--- config.mk ---
export PLATFORM = sky130hd
export DESIGN_NAME = rpj_front
export DESIGN_NICKNAME = d
export VERILOG_FILES = /design/src/rtl/rpj_pkg.sv /design/src/rtl/rpj_front.sv
export SDC_FILE = /design/constraint.sdc
export NUM_CORES = 2
export LEC_CHECK = 0
export BUFFER_PORTS_ARGS = -buffer_cell sky130_fd_sc_hd__buf_4
export CAP_MARGIN = 0
export CORE_UTILIZATION = 55
export DETAILED_ROUTE_END_ITERATION = 10
export GPL_ROUTABILITY_DRIVEN = 0
export GPL_TIMING_DRIVEN = 0
export HOLD_SLACK_MARGIN = 0.15
export PLACE_DENSITY = 0.76
export SYNTH_ARGS = -nofsm -noshare
export SYNTH_HDL_FRONTEND = slang
export SYNTH_SLANG_ARGS = --single-unit
export TNS_END_PERCENT = 20
--- constraint.sdc ---
create_clock -name clk -period 9.33 [get_ports clk]
set_input_delay 2.3325 -clock clk [delete_from_list [all_inputs] [get_ports clk]]
set_output_delay 2.3325 -clock clk [all_outputs]
set_load 0.01 [all_outputs]
--- src/rtl/rpj_pkg.sv ---
`timescale 1ns / 1ps
// shared types and constants for the disparity reprojection block
// no dependencies

package rpj_pkg;

  localparam int DispW  = 16;
  localparam int CoordW = 12;
  localparam int ColorW = 24;
  localparam int RegW   = 32;
  localparam int ProdW  = 48;
  localparam int NumW   = 34;
  localparam int QuoW   = 33;
  localparam int FracSh = 28;
  localparam int DivLat = 37;
  localparam int InW    = 64;
  localparam int OutW   = 128;

  typedef enum logic [2:0] {
    REG_Q03 = 3'd0,
    REG_Q13 = 3'd1,
    REG_Q23 = 3'd2,
    REG_Q32 = 3'd3,
    REG_Q33 = 3'd4
  } reg_idx_t;

  typedef struct packed {
    logic              valid;
    logic              wzero;
    logic [ColorW-1:0] color;
  } side_t;

endpackage

--- src/rtl/rpj_front.sv ---
`timescale 1ns / 1ps
// front stages: input register, disparity multiply, w and numerators
// uses rpj_pkg

module rpj_front #(
  parameter int COORD_BITS = 12
) (
  input  logic                                clk,
  input  logic                                rst,
  input  logic                                en,
  input  logic                                in_valid,
  input  logic signed [rpj_pkg::DispW-1:0]    disparity,
  input  logic [rpj_pkg::CoordW-1:0]          column,
  input  logic [rpj_pkg::CoordW-1:0]          row,
  input  logic [rpj_pkg::ColorW-1:0]          pixel_color,
  input  logic signed [rpj_pkg::RegW-1:0]     q03,
  input  logic signed [rpj_pkg::RegW-1:0]     q13,
  input  logic signed [rpj_pkg::RegW-1:0]     q23,
  input  logic signed [rpj_pkg::RegW-1:0]     q32,
  input  logic signed [rpj_pkg::RegW-1:0]     q33,
  output rpj_pkg::side_t                      side,
  output logic signed [rpj_pkg::ProdW-1:0]    w,
  output logic signed [rpj_pkg::NumW-1:0]     nx,
  output logic signed [rpj_pkg::NumW-1:0]     ny,
  output logic signed [rpj_pkg::NumW-1:0]     nz
);

  localparam logic [rpj_pkg::CoordW-1:0] CMask =
    rpj_pkg::CoordW'((64'd1 << COORD_BITS) - 64'd1);

  logic                               v0, v1;
  logic signed [rpj_pkg::DispW-1:0]   d0;
  logic [rpj_pkg::CoordW-1:0]         col0, row0;
  logic [rpj_pkg::ColorW-1:0]         c0, c1;
  logic signed [rpj_pkg::ProdW-1:0]   prod1;
  logic signed [rpj_pkg::NumW-1:0]    nx1, ny1, nz1;
  logic signed [rpj_pkg::NumW-1:0]    sx, sy;
  logic signed [rpj_pkg::ProdW-1:0]   w_next;

  always_comb begin
    sx = rpj_pkg::NumW'(q03) + $signed({6'd0, col0, 16'd0});
    sy = rpj_pkg::NumW'(q13) + $signed({6'd0, row0, 16'd0});
    w_next = prod1 + $signed({{12{q33[rpj_pkg::RegW-1]}}, q33, 4'd0});
  end

  always_ff @(posedge clk) begin
    if (rst) begin
      v0 <= 1'b0;
      v1 <= 1'b0;
      side.valid <= 1'b0;
    end else if (en) begin
      v0 <= in_valid && (disparity > 0);
      v1 <= v0;
      side.valid <= v1;
    end
    if (en) begin
      d0    <= disparity;
      col0  <= column & CMask;
      row0  <= row & CMask;
      c0    <= pixel_color;
      prod1 <= rpj_pkg::ProdW'(q32) * rpj_pkg::ProdW'(d0);
      nx1   <= -sx;
      ny1   <= -sy;
      nz1   <= rpj_pkg::NumW'(q23);
      c1    <= c0;
      w     <= w_next;
      side.wzero <= (w_next == '0);
      side.color <= c1;
      nx    <= nx1;
      ny    <= ny1;
      nz    <= nz1;
    end
  end

endmodule

==> run metrics <==
Port-buffer cells=about 400; Post-synth EDFFs=409; Critical Path Max Stage Delay=~0.57 ns; Seq/Total Area, Yosys=34.4%; hold path start=ny1[23]; CP Depth=24; via/cell ratio=5.46; CP cell instances=buf_4, clkbuf_1, nand2_1, fa_1, inv_1, fa_1, inv_1, fa_1, inv_1, fa_1, fa_1, inv_1, fa_1, inv_1, ha_1, nand3_1, or3_1, o21ai_1, a211oi_1, o41ai_1, a21oi_1, o221a_2, o311ai_1, xor2_1; Critical Path Start=q32[7]; R2R Path End=prod1[46]; outcome=completed; CP bufs+invs=7; Netlist cell types=74; worst hold path class=register to register; synthesized area=0.0359 mm²; CP required=around 9.6 ns; CP most frequent cell=fa_1; Final ANT Viol Nets=0; share of cells above drive strength 1=a little over an eighth; CORE AREA=between 0.06 and 0.07 mm²; drt pass-1 iters=5; Fin. Hold Viols=0; vias in the first global route=25605; worst r2r path cells=23; drt first-iter violations=around 2000; post-synth top area share=34.2%; DP HPWL=~75 mm; drt wl/cell=20.1 µm; design area=0.0416 mm²; Slew Viols, Final=0; Placement Cell Area=roughly 0.04 mm²; Worst slew margin=23.1%; worst slew pin tran=1.14 ns; Top FF cell, synth=edfxtp_1; Gate Count Post-Synth=3264; syn_area_per_cell=between 10 and 15 µm²; I/O pins=between 400 and 500; CTS tree=done; Ys Warns=0; CTS Buf Count=45; num rows=93; Total Nets Final=between 4000 and 5000; Area contributors post-synth=edfxtp_1 (34%), fa_1 (27%), ha_1 (8.6%); CTS Root Cell=clkbuf_16; Inst Count DP=4525; hold-critical path depth=0; unrepaired setup endpoints after global routing=no; setup slack, reg-to-reg=1.57 ns; grt total ovfl=0; Worst Hold Margin=0.398 ns; Syn Nets=4226; #FFs+latches synth=approximately 410; first-pass GRT wire length=143 mm; Die H=257 µm; min Tclk post-route=8.96 ns; max-cap violations=0; GRT Total Usage=28.2%; r2r startpoint=d0[9]; area leader, netlist=edfxtp_1; fmax=about 0.11 GHz; hold path endpoint=ny[23]; Worst Setup Slack post-DPL=-0.314 ns; initial antenna violation count=8; Max Buffers Root-to-Sink=3; vias=25155; Final setup violation count=0; pin count of the biggest net entering global routing=136; drc violations=0; Die Width=257 µm; setup ws final=between 0.3 and 0.4 ns; CTS sink cnt=412; Post-Route Skew=around 0.040 ns; Initial Util=55.7%; Worst-Skew Late Latency=approximately 0.6 ns; Post-CTS Setup Bufs=0; H-Tree Level Count=2; CP Class=input port to register; Worst-path clk slew=0.06 ns; final cell count without fillers=4611; slowest CP cell=fa_1; FFs w/ async S/R, synth=0%; CP arrival=9.25 ns; Tcrit/Tclk final=96.0%; die area=approximately 0.066 mm²; CP top delay family=adder cells; area added between synthesis and finish=15.8%; CP startpoint kind=input port; critical path fanouts, max=10; Worst setup EP type=register; routed wire length=roughly 93 mm
synth_stat cells, drive strengths merged (3+ instances only):
cell type  number
clkbuf         86
nor2b          14
nand3          24
or4             5
o31ai           7
o31a            4
xnor2          98
nand2         343
a211oi         16
buf             6
inv           666
o21bai         19
o211ai          6
a32oi           3
nor2          106
edfxtp        409
fa            487
a21boi          4
a31oi          14
nand4b          3
a21oi         124
a211o           8
or2             7
xor2           46
nand4          15
or3            10
o21a           25
a31o            4
nand2b         21
o21ai          62
or4b            3
and3           15
ha            247
mux2i           3
and2          209
nor3           23
dfxtp           3
a2111oi         3
o41ai           5
a21o           73
nand3b          3
nor4            9
logic make-up (layout without fill, tap and decap cells):
logic type | after synthesis | in the layout | share of synthesized area [%]
flops | 412 | 412 | 34.4
xor+xnor | 144 | 144 | 3.51
buf+inv | 758 | 1243 | 7.95
fa+ha+maj | 734 | 734 | 35.8
other cells | 0 | 7 | 0
compound gates | 397 | 397 | 7.16
simple gates | 815 | 815 | 11.1
mux | 4 | 4 | 0.115
area by class of cell:
class / instances / area, µm²
fillers: 5014 / 22900
clock buffers: 50 / 1140
inverters: 666 / 2500
flip-flops and latches: 412 / 12300
diodes: 7 / 17.5
well taps: 855 / 1070
repair buffers: 406 / 3120
plain buffers: 92 / 355
multi-input cells: 2094 / 20700
clock inverters: 29 / 330
worst max-delay path by stage:
stage	end
CTS	prod1[47]
global route	prod1[46]
finish	prod1[46]
floorplan	prod1[46]
detailed placement	prod1[47]
global placement	prod1[47]
cell usage in the layout, fill, tap and decap left out, types with 15 or more instances in the layout:
master / n
o21ai_1: 26
nand3_1: 23
fa_1: 487
xor2_1: 46
a21oi_1: 124
o21a_1: 25
nor2_1: 106
xnor2_1: 98
nor3_1: 23
and3_1: 15
o21bai_1: 19
a211oi_1: 16
nand2b_1: 21
buf_4: 404
edfxtp_1: 409
clkbuf_1: 90
clkbuf_16: 45
ha_1: 247
and2_1: 209
nand4_1: 15
nand2_1: 343
o21ai_0: 36
a21o_1: 73
inv_1: 664
registers in the layout, indices dropped and copies added, names as in the netlist:
| name | cells |
|---|---|
| nx1 | 34 |
| c0 | 24 |
| col0 | 12 |
| nz | 32 |
| nz1 | 32 |
| prod1 | 48 |
| row0 | 12 |
| d0 | 16 |
| nx | 34 |
| v0 | 1 |
| v1 | 1 |
| side | 26 |
| c1 | 24 |
| ny | 34 |
| ny1 | 34 |
| w | 48 |
worst reg2reg max path: stages, from the launching register on:
cell and delay [ns]:
edfxtp_1 0.60, clkbuf_1 0.68, nand2_1 0.15, fa_1 0.52
inv_1 0.05, fa_1 0.50, inv_1 0.06, fa_1 0.53
inv_1 0.05, fa_1 0.45, fa_1 0.49, inv_1 0.05
fa_1 0.47, inv_1 0.05, ha_1 0.39, nand3_1 0.17
or3_1 0.41, o21ai_1 0.26, a211oi_1 0.14, o41ai_1 0.56
a21oi_1 0.20, o221a_2 0.31, o311ai_1 0.28, xor2_1 0.11
through the flow:
stage	util, %	setup TNS [ns]
finish	64.5	0
global route	64.5	0
CTS	64.5	0
detailed placement	62.2	-0.612
global placement	62.0	-0.146
floorplan	-	0
what timing repair did:
item	4_1_cts	5_1_grt
hold endpoints to repair	0	0
hold buffers	0	0
setup endpoints to repair	0	1
resized for setup	0	1
routing by layer:
metal / global-route usage, % / part of all wire, % / vias up
li1: - / - / 11394
met1: 35.3 / 38 / 12311
met2: 46.8 / 47 / 1223
met3: 7.69 / 11 / 227
met4: 10.7 / 3.9 / 0
met5: 0 / 0 / -
Power is not shown: default switching activity piles up to over one toggle a cycle in this logic, so the estimate is an artifact.
